`config.mk`:
```
export PLATFORM = sky130hd
export DESIGN_NAME = rupq_front
export DESIGN_NICKNAME = d
export VERILOG_FILES = /design/src/rtl/rupq_pkg.sv /design/src/rtl/rupq_front.sv
export SDC_FILE = /design/constraint.sdc
export NUM_CORES = 1
export LEC_CHECK = 0
export ABC_AREA = 1
export BUFFER_PORTS_ARGS = -buffer_cell sky130_fd_sc_hd__buf_4
export CORE_ASPECT_RATIO = 0.5
export CORE_MARGIN = 5
export CORE_UTILIZATION = 23
export DETAILED_ROUTE_END_ITERATION = 8
export PLACE_DENSITY = 0.78
export REMOVE_ABC_BUFFERS = 1
export SYNTH_ARGS = -nofsm -noshare
export SYNTH_HDL_FRONTEND = slang
export SYNTH_SLANG_ARGS = --single-unit
```
`constraint.sdc`:
```
create_clock -name vclk -period 0.9
set_input_delay 0.045 -clock vclk [all_inputs]
set_output_delay 0.045 -clock vclk [all_outputs]
set_load 0.03 [all_outputs]
```
`src/rtl/rupq_pkg.sv`:
```
// Package for the two-dimensional rectangle-update / point-query tree.
// Holds the channel payload types, the internal command type and register indexes.
// No dependencies.
package rupq_pkg;

   localparam int COORD_W = 5;
   localparam int DATA_W  = 64;
   localparam int STAMP_W = 32;
   localparam int CSR_IDX_W = 1;

   localparam logic [CSR_IDX_W-1:0] CSR_COMBINE_KIND  = 1'd0;
   localparam logic [CSR_IDX_W-1:0] CSR_INITIAL_VALUE = 1'd1;

   localparam logic MODE_UPDATE = 1'b0;
   localparam logic MODE_QUERY  = 1'b1;

   typedef struct packed {
      logic                      mode;
      logic [COORD_W-1:0]        row_a;
      logic [COORD_W-1:0]        col_a;
      logic [COORD_W-1:0]        row_b;
      logic [COORD_W-1:0]        col_b;
      logic signed [DATA_W-1:0]  value;
   } req_type;

   typedef struct packed {
      logic signed [DATA_W-1:0]  cell_value;
      logic                      bad_request;
   } rsp_type;

   typedef enum logic [1:0] {
      CMD_REJECT,
      CMD_UPDATE,
      CMD_QUERY
   } cmd_kind_type;

   // For a query, row_lo and col_lo carry the queried cell.
   typedef struct packed {
      cmd_kind_type              kind;
      logic [COORD_W-1:0]        row_lo;
      logic [COORD_W-1:0]        row_hi;
      logic [COORD_W-1:0]        col_lo;
      logic [COORD_W-1:0]        col_hi;
      logic [DATA_W-1:0]         value;
   } cmd_type;

endpackage

```
`src/rtl/rupq_front.sv`:
```
// Front end: classifies an incoming beat into update, query or rejection.
// Depends on rupq_pkg.
module rupq_front import rupq_pkg::*; #(
   parameter int PR = 32,
   parameter int PC = 32
) (
   input  req_type req,
   output cmd_type cmd
);

   logic [COORD_W-1:0] row_lo, row_hi, col_lo, col_hi;
   logic               upd_bad, qry_bad;

   always_comb begin
      row_lo = (req.row_a < req.row_b) ? req.row_a : req.row_b;
      row_hi = (req.row_a < req.row_b) ? req.row_b : req.row_a;
      col_lo = (req.col_a < req.col_b) ? req.col_a : req.col_b;
      col_hi = (req.col_a < req.col_b) ? req.col_b : req.col_a;
      upd_bad = (req.row_a == req.row_b) || (req.col_a == req.col_b) ||
                (32'(row_hi) >= PR) || (32'(col_hi) >= PC);
      qry_bad = (32'(req.row_a) >= PR) || (32'(req.col_a) >= PC);

      cmd.value = req.value;
      if (req.mode == MODE_QUERY) begin
         cmd.kind   = qry_bad ? CMD_REJECT : CMD_QUERY;
         cmd.row_lo = req.row_a;
         cmd.row_hi = req.row_a;
         cmd.col_lo = req.col_a;
         cmd.col_hi = req.col_a;
      end else begin
         cmd.kind   = upd_bad ? CMD_REJECT : CMD_UPDATE;
         cmd.row_lo = row_lo;
         cmd.row_hi = row_hi;
         cmd.col_lo = col_lo;
         cmd.col_hi = col_hi;
      end
   end

endmodule

```
After elaboration in Yosys (flattened, before gate mapping)
Index checks and enable logic that the tools add are counted.
{"block": "word_totals", "ff_bits": 0, "latchBits": 0, "rom_bits": 0, "input_bits": 85, "word_cells": 11, "mem_bits_rw": 0, "mem_count": 0, "out_inout_bits": 86}
{"block": "op_classes", "addsub": 0, "n_mux": 6, "eq_ne": 2, "magnitude_cmp": 2, "div": 0, "multipliers": 0, "reduce_logical": 1, "n_bitwise": 0, "n_shift": 0}
{"operator": "22-bit 2-to-1 mux", "n": 1}
{"operator": "5-bit 2-to-1 mux", "n": 4}
{"operator": "5-bit equality test", "n": 2}
{"operator": "5-bit less-than comparator", "n": 2}
{"operator": "1-bit logical OR", "n": 1}
{"operator": "1-bit 2-to-1 mux", "n": 1}

Logic depth before layout (Yosys ltp)
{"block": "depth", "depth_word": 4, "ltp_mapped": 9}

Worst setup path before layout
OpenSTA, ideal clock, no wires.
{"block": "synth_path", "kind": "input to output", "start": "input port req[68] in the netlist's numbering", "end": "output port cmd[84] in the netlist's numbering", "arrival_time_ps": 1091, "path_slack_ps": -236, "required_ps": 855, "path_buffers": 0, "cell_stages": 7, "cell_sequence": "inv_1 ha_1 nand2_2 nor2_4 nand2_1 nand2_1 a21oi_1"}
{"item": "start: declaration", "line": "rupq_front.sv:7", "source": "input req_type req,"}
{"item": "end: declaration", "line": "rupq_front.sv:8", "source": "output cmd_type cmd"}

==> impl_results.md <==
- Synth Warn #: 0
- Largest net degree at the start of global routing: 11
- Die Ht: 60.9 microns
- RSZ-0062 raised after global routing: true
- Syn_area_per_cell: 6.36 sq um
- Slew Limit Headroom: 0.833
- Net Sw Power: roughly 700 uW
- Worst Slack Setup Final: -0.361 ns
- Hold_sp: req[13]
- PD cells: 753 mW/mm^2
- VDD IR-drop max: 0.198 mV
- Final wirelength: 7320 microns
- Register area: 0 sq um
- Cell accounting for the most synthesized area: buf_4
- Synth Cell Area: roughly 0.0012 sq mm
- # IOs: roughly 170
- Period Utilization, post-route: 1.40
- Max frequency: 793 MHz
- Filler cells: 501
- Pwr Total: 1.33 mW
- Area delta synth->final: 48.2%
- DRT Pass-1 Iters: 4
- Cell with the most instances after synthesis: buf_4
- Vias per cell: roughly 4.6
- Hold Path Class: in -> out
- Ant. Diodes: 0
- Die W: 112 microns
- Clock Power Share: 0
- Routed Antenna Nets: 0
- Worst EP required: 0.85 ns
- Synth top area share: 0.410
- Power Internal: approximately 620 uW
- CP arrival: 1.22 ns
- RePlAce Congestion: 0.859
- Reg power frac: 0
- Setup_tns: -7.00 ns
- First-pass GRT wire length: 9780 microns
- Critical path endpoint category: primary output
- Synth top area cells: buf_4 41%, nand2_1 17%, ha_1 11%
- Share of cells above drive strength 1: 0.716
- Tmin final: ~1.3 ns
- Antenna violations before repair: 0
- Critical Path Source: req[68]
- Final hold vios: 0
- Via count: 1228
- Drt wl/cell: 27.4 microns
- Initial DRC count: 54
- GRT Total Usage: 0.207
- Remaining DRCs: 0
- Crit path max fanout: 6
- Hold Buf Count CTS: 0
- Combinational cell fraction of total power: 1.000
- Clock buf count: 0
- Standard-cell rows: 18
- Vias in the first global route: 1264
- Leak pwr: 0.893 nW
- Critical Path Source Type: input pin
- Max-cap violations: 0
- Hpwl dp: 5870 microns
- Final nets: 294
- Run status: finished with violations
- Post-synth top cells: 65 x buf_4, 54 x nand2_1, 18 x inv_1
- Core area: 0.00498 sq mm
- Final setup violation count: 21
- Library cells used by synthesis: 15
- Sequential fraction of the synthesis area: 0
- Initial Utilization: 0.239
- Sequential cells: 0
- Post-synthesis instance total: 187
- Setup Crit Path Kind: in -> out
- Switching share of total power: 0.534
- Die area: 0.00680 sq mm
- Worst-Margin Slew: 0.250 ns
- Failing checks: setup timing
- GR Overflow Total: 0
- Slew Limit Fails: 0
- Port Buffers: between 40 and 50
## layout make-up
class,instances,area [sq um],share of cell area
Timing Repair Buffer,77,747,0.424
Multi-Input combinational cell,99,832,0.472
Inverter,21,96.3,0.0546
Tap cell,70,87.6,0.0497
## worst max-delay path: stages
cell and delay, ns:
buf_8 0.08, inv_4 0.03, ha_4 0.27, nand2_4 0.07, nor2_4 0.15, nand2_4 0.10
nand3_4 0.11, nand2_4 0.09, nand2_1 0.06, nand2_1 0.06, buf_6 0.14
## logic make-up (layout without fill, tap and decap cells)
| group | Yosys count | count (layout) | synth area share |
|---|---|---|---|
| adders and majority gates | 10 | 10 | 0.105 |
| AOI/OAI and AO/OA | 3 | 3 | 0.0315 |
| and+or+nand+nor | 86 | 86 | 0.379 |
| buffers and inverters | 88 | 98 | 0.485 |
## worst paths after layout
| check | to | cells after the start |
|---|---|---|
| worst min-delay path | cmd[13] | 0 |
| worst max-delay path | cmd[71] | 11 |
## placed cells by master, fill, tap and decap left out
cell and n:
a21oi_2 1, a21oi_4 2, buf_4 39, buf_6 31, buf_8 7, ha_1 2
ha_4 8, inv_1 10, inv_2 4, inv_4 7, nand2_1 24, nand2_2 27
nand2_4 9, nand3_1 10, nand3_4 4, nand4_1 10, nor2_4 2
## repair_timing
| action | CTS | global route |
|---|---|---|
| buffers inserted | 3 | 2 |
| pin swaps | 40 | 17 |
| gates resized for setup | 86 | 21 |
| setup endpoints to repair | 21 | 21 |
| cloned | 0 | 0 |
## per-layer routing
layer  vias to the layer above  GRT usage  routed length (microns)
li1                        546          -                        -
met3                         4      0.235                     1750
met5                         -      0.147                      115
met2                       125      0.269                     2720
met1                       549      0.220                     2700
met4                         4    0.00867                       31
## per-stage QoR
step / util / worst slack, ns / cells / cell area (sq um) / hold WS (ns)
5_1_grt: 0.354 / -0.423 / 267 / 1760 / 0.0902
2_1_floorplan: - / -0.246 / 120 / 692 / 0.0900
6_report: 0.354 / -0.361 / 267 / 1760 / 0.0902
3_3_place_gp: 0.267 / -0.471 / 263 / 1330 / 0.0903
4_1_cts: 0.339 / -0.348 / 266 / 1690 / 0.0903
3_5_place_dp: 0.267 / -0.479 / 263 / 1330 / 0.0903
## power by group through the flow
stage	Combinational, mW	Clock, mW	Sequential [mW]
after global routing	1.41	0	0
after global placement	0.992	0	0
final	1.33	0	0
after CTS	1.27	0	0
after detailed placement	1.00	0	0
after floorplan	0.552	0	0
Power figures use the tool's default switching activity.
