## config.mk

```make
export PLATFORM = sky130hd
export DESIGN_NAME = rupq_cmdq
export DESIGN_NICKNAME = d
export VERILOG_FILES = /design/src/rtl/rupq_pkg.sv /design/src/rtl/rupq_cmdq.sv
export SDC_FILE = /design/constraint.sdc
export NUM_CORES = 1
export LEC_CHECK = 0
export BUFFER_PORTS_ARGS = -buffer_cell sky130_fd_sc_hd__buf_2
export CORE_MARGIN = 5
export CORE_UTILIZATION = 50
export CTS_CLUSTER_DIAMETER = 60
export CTS_CLUSTER_SIZE = 14
export DETAILED_ROUTE_END_ITERATION = 6
export PLACE_DENSITY = 0.87
export SYNTH_ARGS = -nofsm -noshare
export SYNTH_HDL_FRONTEND = slang
export SYNTH_SLANG_ARGS = --single-unit
export TNS_END_PERCENT = 100
```

## constraint.sdc

```tcl
create_clock -name clock -period 9.1 [get_ports clock]
set_input_delay 1.365 -clock clock [delete_from_list [all_inputs] [get_ports clock]]
set_output_delay 1.365 -clock clock [all_outputs]
set_load 0.01 [all_outputs]
```

## src/rtl/rupq_pkg.sv

```systemverilog
// Package for the two-dimensional rectangle-update / point-query tree.
// Holds the channel payload types, the internal command type and register indexes.
// No dependencies.
package rupq_pkg;

   localparam int COORD_W = 5;
   localparam int DATA_W  = 64;
   localparam int STAMP_W = 32;
   localparam int CSR_IDX_W = 1;

   localparam logic [CSR_IDX_W-1:0] CSR_COMBINE_KIND  = 1'd0;
   localparam logic [CSR_IDX_W-1:0] CSR_INITIAL_VALUE = 1'd1;

   localparam logic MODE_UPDATE = 1'b0;
   localparam logic MODE_QUERY  = 1'b1;

   typedef struct packed {
      logic                      mode;
      logic [COORD_W-1:0]        row_a;
      logic [COORD_W-1:0]        col_a;
      logic [COORD_W-1:0]        row_b;
      logic [COORD_W-1:0]        col_b;
      logic signed [DATA_W-1:0]  value;
   } req_type;

   typedef struct packed {
      logic signed [DATA_W-1:0]  cell_value;
      logic                      bad_request;
   } rsp_type;

   typedef enum logic [1:0] {
      CMD_REJECT,
      CMD_UPDATE,
      CMD_QUERY
   } cmd_kind_type;

   // For a query, row_lo and col_lo carry the queried cell.
   typedef struct packed {
      cmd_kind_type              kind;
      logic [COORD_W-1:0]        row_lo;
      logic [COORD_W-1:0]        row_hi;
      logic [COORD_W-1:0]        col_lo;
      logic [COORD_W-1:0]        col_hi;
      logic [DATA_W-1:0]         value;
   } cmd_type;

endpackage

```

## src/rtl/rupq_cmdq.sv

```systemverilog
// Two-entry command queue between the front end and the tree engine.
// Depends on rupq_pkg.
module rupq_cmdq import rupq_pkg::*; (
   input  logic    clock,
   input  logic    reset,
   input  logic    push,
   input  cmd_type push_cmd,
   output logic    full,
   input  logic    pop,
   output logic    not_empty,
   output cmd_type head
);

   cmd_type    entry_ff [2];
   logic       wr_ptr_ff, rd_ptr_ff;
   logic [1:0] count_ff;

   assign full      = (count_ff == 2'd2);
   assign not_empty = (count_ff != 2'd0);
   assign head      = entry_ff[rd_ptr_ff];

   always_ff @(posedge clock) begin
      if (reset) begin
         wr_ptr_ff <= 1'b0;
         rd_ptr_ff <= 1'b0;
         count_ff  <= 2'd0;
      end else begin
         if (push) begin
            entry_ff[wr_ptr_ff] <= push_cmd;
            wr_ptr_ff <= ~wr_ptr_ff;
         end
         if (pop) begin
            rd_ptr_ff <= ~rd_ptr_ff;
         end
         count_ff <= count_ff + {1'b0, push} - {1'b0, pop};
      end
   end

endmodule

```

* Yosys cells after proc, flatten, opt, wreduce, memory -nomap -nowiden
Memories as Yosys holds them, arrays and structs flattened. A register that Yosys moved wholly into a read port is not among the register bits.
Cells that the tools add are included.
** Storage, ports and cells
- Flip-flop bits (word level) :: 4
- Bits in latches :: 0
- RAM bits :: 172
- Memory bits (read-only) :: 0
- Input bits :: 90
- Output and inout port bits :: 88
- Word-level logic and storage cells :: 15
- Memories :: 1
** Operators by class
- $add $sub $neg :: 2
- Multipliers :: 0
- Div/mod/pow operators :: 0
- Magnitude comparators :: 0
- Equal/unequal tests :: 1
- Shifts and indexed selects :: 0
- Multiplexer cells :: 5
- Bitwise gates (word level) :: 2
- Reductions and logical operators :: 1
** Memories
- entry_ff :: depth 2, width 86, rd ports 1, clocked after memory_dff 1, wr ports 1, RTL line rupq_cmdq.sv:14 : cmd_type entry_ff [2];
** Operator list (count)
- 1-bit 2-to-1 mux :: 5
- 2-bit by 1-bit adder with 2-bit output :: 1
- 2-bit == test (second input constant) :: 1
- 1-bit NOT :: 2
- 2-bit nonzero test :: 1
- 2-bit by 1-bit subtractor with 2-bit output :: 1

* Longest topological paths before layout
Gate-level depths: netlist of run 1.
- Depth after elaboration :: 3
- Mapped depth :: 6
- Gate-level depth less buffers :: 6

* Least setup slack after synthesis of run 1
No wires, ideal clock.
- Path type :: input -> register
- From :: input reset
- To :: memory entry_ff[0][0] (netlist bit) (enable)
- Library setup time :: 0.653 ns
- Data arrival time :: 7.584 ns
- Required time :: 8.447 ns
- Setup slack :: 0.863 ns
- Stages :: 1
- Buffers on the path :: 0
- Path through :: nor3b_1
** Between the ends
- Cells in the longest elaborated chain, start to end :: 2
** RTL lines
- from (decl) :: RTL line rupq_cmdq.sv:5 : input logic reset,
- 1-bit 2-to-1 mux :: RTL line rupq_cmdq.sv:23 : if (reset) begin
- 1-bit 2-to-1 mux (implied by the code) :: RTL line rupq_cmdq.sv:29 : entry_ff[wr_ptr_ff] <= push_cmd;
- to (decl) :: RTL line rupq_cmdq.sv:14
No other way between the ends.

==> impl_metrics.csv, run 1 <==
group,metric,value,unit
outcome,outcome,"finished, final reports clean",
worst_setup_path,cp.depth,3,
sta,timing.slew.headroom,48.72,%
sta,grt_setup_unrepaired,"false",
yosys,netlist_area,0.006633,mm²
sta,fmax,261.8,MHz
worst_setup_path,startpoint_type,"flop",
yosys,ys_seq_elements,177,
drt,drt_pass1_iterations,4,
layout,multi_input_area,0.001242,mm²
worst_setup_path,cp_cell_sequence,"buf_4, mux2_2, buf_2",
die,io_pins,178,
drt,first_iter_violations,154,
yosys,synth_seq_area_share,79.38,%
grt,grt_pass1_vias,3625,
yosys,yosysUniqueCellTypes,17,
grt,grt_max_degree,50,
sta,period_needed,3819,ps
yosys,syn_nets,381,
layout,num_antenna_cells,0,
layout,nets,571,
placement,port_buffers,177,
min_path,hold_start,"rd_ptr_ff$_SDFFE_PP0P_",
die,dieArea,0.01567,mm²
yosys,avgSynthCellArea,22.95,µm²
die,initial_core_util,50.49,%
pwr,p_leak,0.003192,µW
sta,worst_pin_slew,769.2,ps
layout,drive_gt1_share,60.98,%
grt,overflow,0,
worst_setup_path,cp-endpoint,"head[21]",
drt,remaining_drc_errors,0,
cts,cts_resized,0,
worst_setup_path,required,7740,ps
die,core_area,0.01314,mm²
layout,mostFrequentLayoutCell,"buf_2",
yosys,yosysWarnings,0,
drt,ant_nets,0,
drt,vias,3273,
cts,cts_made_buffers,17,
placement,dpl.hpwl,8258,µm
cts,insertion_delay,410,ps
grt,grt_use_total,15.41,%
die,die_h,125.2,µm
grt,grt_pass1_wl,18690,µm
placement,place_congestion,0.7571,
sta,setup_tns,0,ps
placement,dp_slack,5676,ps
pwr,peakVddDrop,0.0001207,V
layout,postLayoutCoreUtil,63.30,%
layout,layout_common_cells,"177 x buf_2, 172 x edfxtp_1, 46 x mux2_2, 40 x mux2_4, 17 x clkbuf_16",
yosys,netlist_instances,289,
cts,path_clk_slew,60,ps
cts,post_cts_buffers,0,
layout,final_cells,668,
cts,cts_root_buffer,"clkbuf_16",
die,fp-row-count,42,
cts,cts_tree,"yes",
worst_setup_path,slowest_stage,"dfxtp_4",
worst_setup_path,regToRegEndpoint,"entry_ff[1][62]$_DFFE_PP_",
flow_run,cap_violations,0,
layout,area_growth,25.37,%
drt,wl_per_cell,17.69,µm
sta,setup_viol,0,
sta,slew_viol_final,0,
sta,fin_crit_sh,41.97,%
sta,clock_skew,5.459,ps
die,dieWidth,125.2,µm
worst_setup_path,cpPeakStageDelay,710,ps
layout,seq_area,0.005269,mm²
sta,whs,548.4,ps
sta,finalHoldViolations,0,
worst_setup_path,ff2ff_setup_slack,7010,ps
worst_setup_path,critPathCaptureType,"output pin",
layout,fill_cells,920,
worst_setup_path,cp_max_fo,48,
worst_setup_path,critPathBufInv,2,
cts,clockBufferDepth,2,
cts,cts_sinks,177,
cts,cts_hold_buf,0,
drt,wl,11820,µm
grt,antenna_found_initial,1,
placement,dp_cells,636,
pwr,powerDensity,231.3,mW/mm²
drt,viasPerCell,4.900,
worst_setup_path,crit_family,"buffers and inverters",
worst_setup_path,worstSetupPathType,"flop to output pin",
worst_setup_path,reg2regPathDepth,2,
worst_setup_path,crit_arrival,2450,ps
sta,fin_ws,5281,ps
worst_setup_path,r2r_start,"wr_ptr_ff$_SDFFE_PP0P_",
min_path,worstHoldPathType,"flop to flop",
cts,h-tree-depth,4,
-- how the worst min path moves through the flow --
stage	end	depth (start not counted)
floorplan	flop	2
global placement	rd_ptr_ff$_SDFFE_PP0P_	2
detailed placement	flop	2
CTS	rd_ptr_ff$_SDFFE_PP0P_	2
global route	flop	2
finish	rd_ptr_ff$_SDFFE_PP0P_	2
-- layout make-up --
class | instances | share of cell area (%)
multi-input cells | 100 | 14.94
clock inverters | 11 | 2.528
inverters | 2 | 0.09028
clock buffers | 21 | 5.417
repair buffers | 181 | 11.01
flip-flops and latches | 177 | 63.36
well taps | 176 | 2.648
-- worst register-to-register path: cells and delay by family, from the launching register on --
family	cells	cell delay, ps
buffers and inverters	1	660
and+or+nand+nor	1	630
DFF	1	400
-- cell families after synthesis --
group	after synthesis	share of synthesized area, %
xor gates and xnor gates	3	0.6037
adders and majority gates	2	0.3772
DFF	177	79.38
buffers and inverters	12	2.019
muxes	86	16.86
and+or+nand+nor	9	0.7546
-- registers in the layout, summed over array words and instances (netlist names), named ones only --
name,flops
entry_ff,172
count_ff,2
rd_ptr_ff,1
wr_ptr_ff,1
-- cell usage after synthesis --
| library cell | n | area share (%) |
|---|---|---|
| and3b_1 | 1 | 0.13 |
| buf_12 | 4 | 1.2 |
| buf_2 | 4 | 0.30 |
| buf_6 | 1 | 0.17 |
| buf_8 | 1 | 0.23 |
| dfxtp_1 | 5 | 1.5 |
| edfxtp_1 | 172 | 78 |
| ha_1 | 2 | 0.38 |
| inv_1 | 2 | 0.11 |
| mux2_2 | 46 | 7.8 |
| mux2_4 | 40 | 9.1 |
| nor2_1 | 4 | 0.23 |
| nor2b_1 | 2 | 0.19 |
| nor3b_1 | 1 | 0.11 |
| or2_2 | 1 | 0.094 |
| xnor2_1 | 2 | 0.26 |
| xnor3_1 | 1 | 0.34 |
-- per-stage QoR --
| step | area [µm²] | total power, µW |
|---|---|---|
| 2_1_floorplan | 6633 | 1079 |
| 3_3_place_gp | 7655 | 1135 |
| 3_5_place_dp | 7655 | 1144 |
| 4_1_cts | 8315 | 1943 |
| 5_1_grt | 8315 | 1995 |
| 6_report | 8315 | 1923 |
-- metal layers --
metal	vias to the layer above	share of wire (%)	GRT usage (%)	routed length [µm]
met5	-	0.059	0	7
met4	2	0.84	4.401	99
met3	13	7.3	6.055	857
met2	111	54	27.46	6352
met1	1628	38	17.19	4500
li1	1519	-	-	-
-- report_power, final --
| part | internal, µW | leakage (µW) | switching, µW |
|---|---|---|---|
| Combinational | 92.3 | 0.00125 | 82.4 |
| Sequential | 932 | 0.00162 | 16.2 |
| Clock | 521 | 0.000317 | 279 |
| Total | 1550 | 0.00319 | 378 |
Power figures use the tool's default switching activity.
==> run 2: changes to the inputs <==
- CORE_UTILIZATION: 50 -> 47
- PLACE_DENSITY: 0.87 -> 0.86
- clock period: 9.1 -> 3.1 ns (I/O delays scaled with it)
==> impl_metrics.csv, run 2 (synthesis results as in run 1) <==
group,metric,value,unit
pwr,powerDensity,643.4,mW/mm²
die,die_h,128.8,µm
sta,setup_tns,0,ps
worst_setup_path,cp_cell_sequence,"buf_4, mux2_2, buf_2",
layout,layout_common_cells,"177 x buf_2, 172 x edfxtp_1, 46 x mux2_2, 40 x mux2_4, 17 x clkbuf_16",
placement,placed_area,0.007706,mm²
die,initial_core_util,47.78,%
drt,first_iter_violations,137,
die,fp-row-count,43,
grt,overflow,0,
pwr,peakVddDrop,0.0003764,V
worst_setup_path,cp_max_fo,35,
pwr,p_leak,0.003156,µW
cts,cts_sinks,177,
layout,nets,573,
grt,grt_use_total,14.85,%
drt,viasPerCell,4.917,
worst_setup_path,critPathBufInv,2,
grt,grt_pass1_vias,3588,
placement,dp_cells,642,
layout,final_cell_area,0.008277,mm²
flow_run,cap_violations,0,
die,dieWidth,128.8,µm
grt,grt_pass1_wl,18400,µm
cts,post_cts_buffers,0,
sta,fmax,431.6,MHz
sta,finalHoldViolations,0,
layout,area_growth,24.79,%
grt,grt_max_degree,47,
drt,ant_nets,0,
placement,port_buffers,177,
placement,dpl.hpwl,8237,µm
worst_setup_path,startpoint_type,"flop",
layout,postLayoutCoreUtil,59.63,%
cts,cts_hold_buf,0,
drt,wl_per_cell,17.83,µm
sta,fin_crit_sh,74.74,%
sta,period_needed,2317,ps
layout,top_register,"entry_ff",
drt,remaining_drc_errors,0,
sta,timing.slew.headroom,59.59,%
sta,whs,238.2,ps
die,io_pins,178,
drt,wl,12020,µm
outcome,outcome,"finished, final reports clean",
layout,multi_input_area,0.001249,mm²
cts,h-tree-depth,4,
cts,cts_root_buffer,"clkbuf_16",
cts,cts_resized,0,
worst_setup_path,slowest_stage,"buf_4",
worst_setup_path,ff2ff_setup_slack,1550,ps
die,dieArea,0.01659,mm²
layout,largest_reg_flops,172,
grt,antenna_found_initial,1,
layout,mostFrequentLayoutCell,"buf_2",
layout,drive_gt1_share,61.34,%
worst_setup_path,cpPeakStageDelay,460,ps
layout,num_antenna_cells,0,
sta,clock_skew,6.977,ps
drt,drt_pass1_iterations,4,
worst_setup_path,crit_family,"buffers and inverters",
worst_setup_path,critPathCaptureType,"output pin",
worst_setup_path,required,2630,ps
layout,seq_area,0.005269,mm²
sta,grt_setup_unrepaired,"false",
layout,final_cells,674,
sta,worst_pin_slew,606.2,ps
worst_setup_path,crit_arrival,1850,ps
min_path,worstHoldPathType,"input pin to flop",
sta,slew_viol_final,0,
cts,path_clk_slew,60,ps
cts,cts_made_buffers,17,
worst_setup_path,worstSetupPathType,"flop to output pin",
die,core_area,0.01388,mm²
cts,cts_tree,"yes",
placement,place_congestion,0.7869,
drt,vias,3314,
sta,setup_viol,0,
layout,fill_cells,1041,
cts,insertion_delay,410,ps
cts,clockBufferDepth,2,
layout,largestRegisters,"entry_ff (172), count_ff (2)",
## run 2: area by class of cell
| cell class | instances | share of cell area, % |
|---|---|---|
| multi-input cells | 100 | 15.09 |
| clock buffers | 18 | 5.185 |
| well taps | 180 | 2.721 |
| inverters | 2 | 0.09070 |
| flip-flops and latches | 177 | 63.66 |
| repair buffers | 183 | 11.55 |
| clock inverters | 14 | 1.708 |
## run 2: routing by layer
metal	GRT usage (%)	share of wire [%]	up-vias
met4	5.127	1.1	2
met1	18.09	40	1648
met2	24.45	51	128
met3	5.604	7.4	11
met5	0	0.11	-
li1	-	-	1525
## run 2: through the flow
step | setup WS [ps] | power, µW
floorplan | -9.540 | 3161
global placement | 1243 | 3346
detailed placement | 1188 | 3370
CTS | 734.6 | 5403
global route | 691.6 | 5551
finish | 783.0 | 5325
## run 2: final timing paths
| path | from | to | cells after the start |
|---|---|---|---|
| hold reg to reg | rd_ptr_ff$_SDFFE_PP0P_ | rd_ptr_ff$_SDFFE_PP0P_ | 2 |
| hold / removal | push_cmd[40] | entry_ff[0][40]$_DFFE_PP_ | 1 |
| setup reg to reg | wr_ptr_ff$_SDFFE_PP0P_ | entry_ff[1][60]$_DFFE_PP_ | 2 |
| setup / recovery | flop | head[18] | 3 |
## run 2: power breakdown
part / total (µW) / switching [µW] / internal [µW]
Sequential: 2770 / 31.5 / 2740
Combinational: 542 / 265 / 277
Clock: 2020 / 836 / 1180
==> run 3: changes to the inputs <==
- clock period: 3.1 -> 1.9 ns (I/O delays scaled with it)
==> impl_metrics.csv, run 3 (synthesis results as in run 1) <==
group,metric,value,unit
layout,postLayoutCoreUtil,61.28,%
sta,fmax,529.9,MHz
layout,nets,580,
layout,drive_gt1_share,62.48,%
layout,top_register,"entry_ff",
placement,dpl.hpwl,8350,µm
worst_setup_path,cpPeakStageDelay,360,ps
min_path,worstHoldPathType,"input pin to flop",
min_path,hold_depth,1,
drt,first_iter_violations,154,
grt,grt_max_degree,56,
drt,wl_per_cell,18.02,µm
layout,largestRegisters,"entry_ff (172), count_ff (2)",
worst_setup_path,cp.depth,4,
drt,vias,3350,
cts,cts_hold_buf,0,
layout,layout_common_cells,"174 x buf_2, 172 x edfxtp_1, 46 x mux2_4, 40 x mux2_2, 18 x clkbuf_16",
placement,port_buffers,177,
die,io_pins,178,
drt,ant_nets,0,
die,die_h,128.8,µm
pwr,powerDensity,1077,mW/mm²
worst_setup_path,reg2regPathDepth,2,
worst_setup_path,critPathCaptureType,"output pin",
die,dieArea,0.01659,mm²
worst_setup_path,crit_family,"buffers and inverters",
die,dieWidth,128.8,µm
worst_setup_path,cp_cell_sequence,"buf_12, buf_16, mux2_2, buf_2",
drt,remaining_drc_errors,0,
pwr,power,9158,µW
die,fp-row-count,43,
sta,grt_setup_unrepaired,"true",
sta,timing.slew.headroom,71.56,%
layout,fill_cells,992,
sta,slew_viol_final,0,
sta,clock_skew,4.545,ps
layout,num_antenna_cells,0,
worst_setup_path,slowest_stage,"dfxtp_4",
worst_setup_path,critPathBufInv,3,
worst_setup_path,crit_arrival,1600,ps
cts,cts_sinks,177,
pwr,p_leak,0.003292,µW
worst_setup_path,required,1620,ps
sta,setup_viol,0,
die,initial_core_util,47.78,%
cts,cts_root_buffer,"clkbuf_16",
placement,place_congestion,0.7367,
cts,cts_tree,"yes",
sta,fin_crit_sh,99.32,%
cts,cts_made_buffers,17,
worst_setup_path,cp_max_fo,22,
outcome,outcome,"finished, final reports clean",
worst_setup_path,worstSetupPathType,"flop to output pin",
worst_setup_path,ff2ff_setup_slack,530,ps
grt,grt_pass1_vias,3632,
grt,antenna_found_initial,0,
layout,mostFrequentLayoutCell,"buf_2",
pwr,peakVddDrop,0.0007793,V
drt,wl,12270,µm
cts,h-tree-depth,4,
grt,grt_pass1_wl,18370,µm
sta,period_needed,1887,ps
drt,viasPerCell,4.919,
flow_run,cap_violations,0,
cts,insertion_delay,420,ps
grt,grt_use_total,14.72,%
sta,finalHoldViolations,0,
layout,largest_reg_flops,172,
sta,worst_pin_slew,426.6,ps
cts,path_clk_slew,70,ps
drt,drt_pass1_iterations,4,
die,core_area,0.01388,mm²
layout,area_growth,28.24,%
worst_setup_path,startpoint_type,"flop",
cts,clockBufferDepth,2,
grt,overflow,0,
==> run 3: routing by layer <==
metal	wire, µm	global-route usage, %	up-vias
li1	-	-	1541
met1	4717	17.28	1656
met2	6348	24.94	137
met3	1065	6.227	16
met4	138	4.077	0
met5	0	0	-
==> run 3: layout make-up <==
| class | count | area [µm²] | area share [%] |
|---|---|---|---|
| multi-input combinational | 100 | 1271 | 14.95 |
| timing repair buffer | 190 | 1102 | 12.96 |
| inverter | 2 | 7.507 | 0.08826 |
| tap | 180 | 225.2 | 2.648 |
| clock inverter | 15 | 203.9 | 2.398 |
| sequential | 177 | 5270 | 61.96 |
| clock buffer | 17 | 425.4 | 5.001 |
==> run 3: worst paths after layout <==
check                              start                        end
setup / recovery                    flop                   head[28]
hold / removal              push_cmd[34]  entry_ff[1][34]$_DFFE_PP_
setup reg to reg  wr_ptr_ff$_SDFFE_PP0P_  entry_ff[0][45]$_DFFE_PP_
hold reg to reg   rd_ptr_ff$_SDFFE_PP0P_     rd_ptr_ff$_SDFFE_PP0P_
==> run 3: power by group <==
group / switching, µW / internal [µW]
sequential: 48.9 / 4460
combinational: 454 / 514
clock: 1460 / 2220
==> run 3: repair_timing <==
action,in CTS,in global routing
resized for setup,4,7
buffers inserted,2,2
gates cloned,0,1
endpoints found under the setup margin,74,32
==> run 3: per-stage QoR <==
step	instances	hold slack [ps]	cell area (µm²)	worst slack [ps]	setup TNS [ps]
finish	681	42.96	8506	12.89	0
global route	681	19.68	8506	-40.91	-915.5
CTS	678	25.43	8419	-7.953	-14.87
detailed placement	644	476.1	7760	354.3	0
global placement	644	472.4	7760	382.1	0
floorplan	289	350.0	6646	-1058	-91900
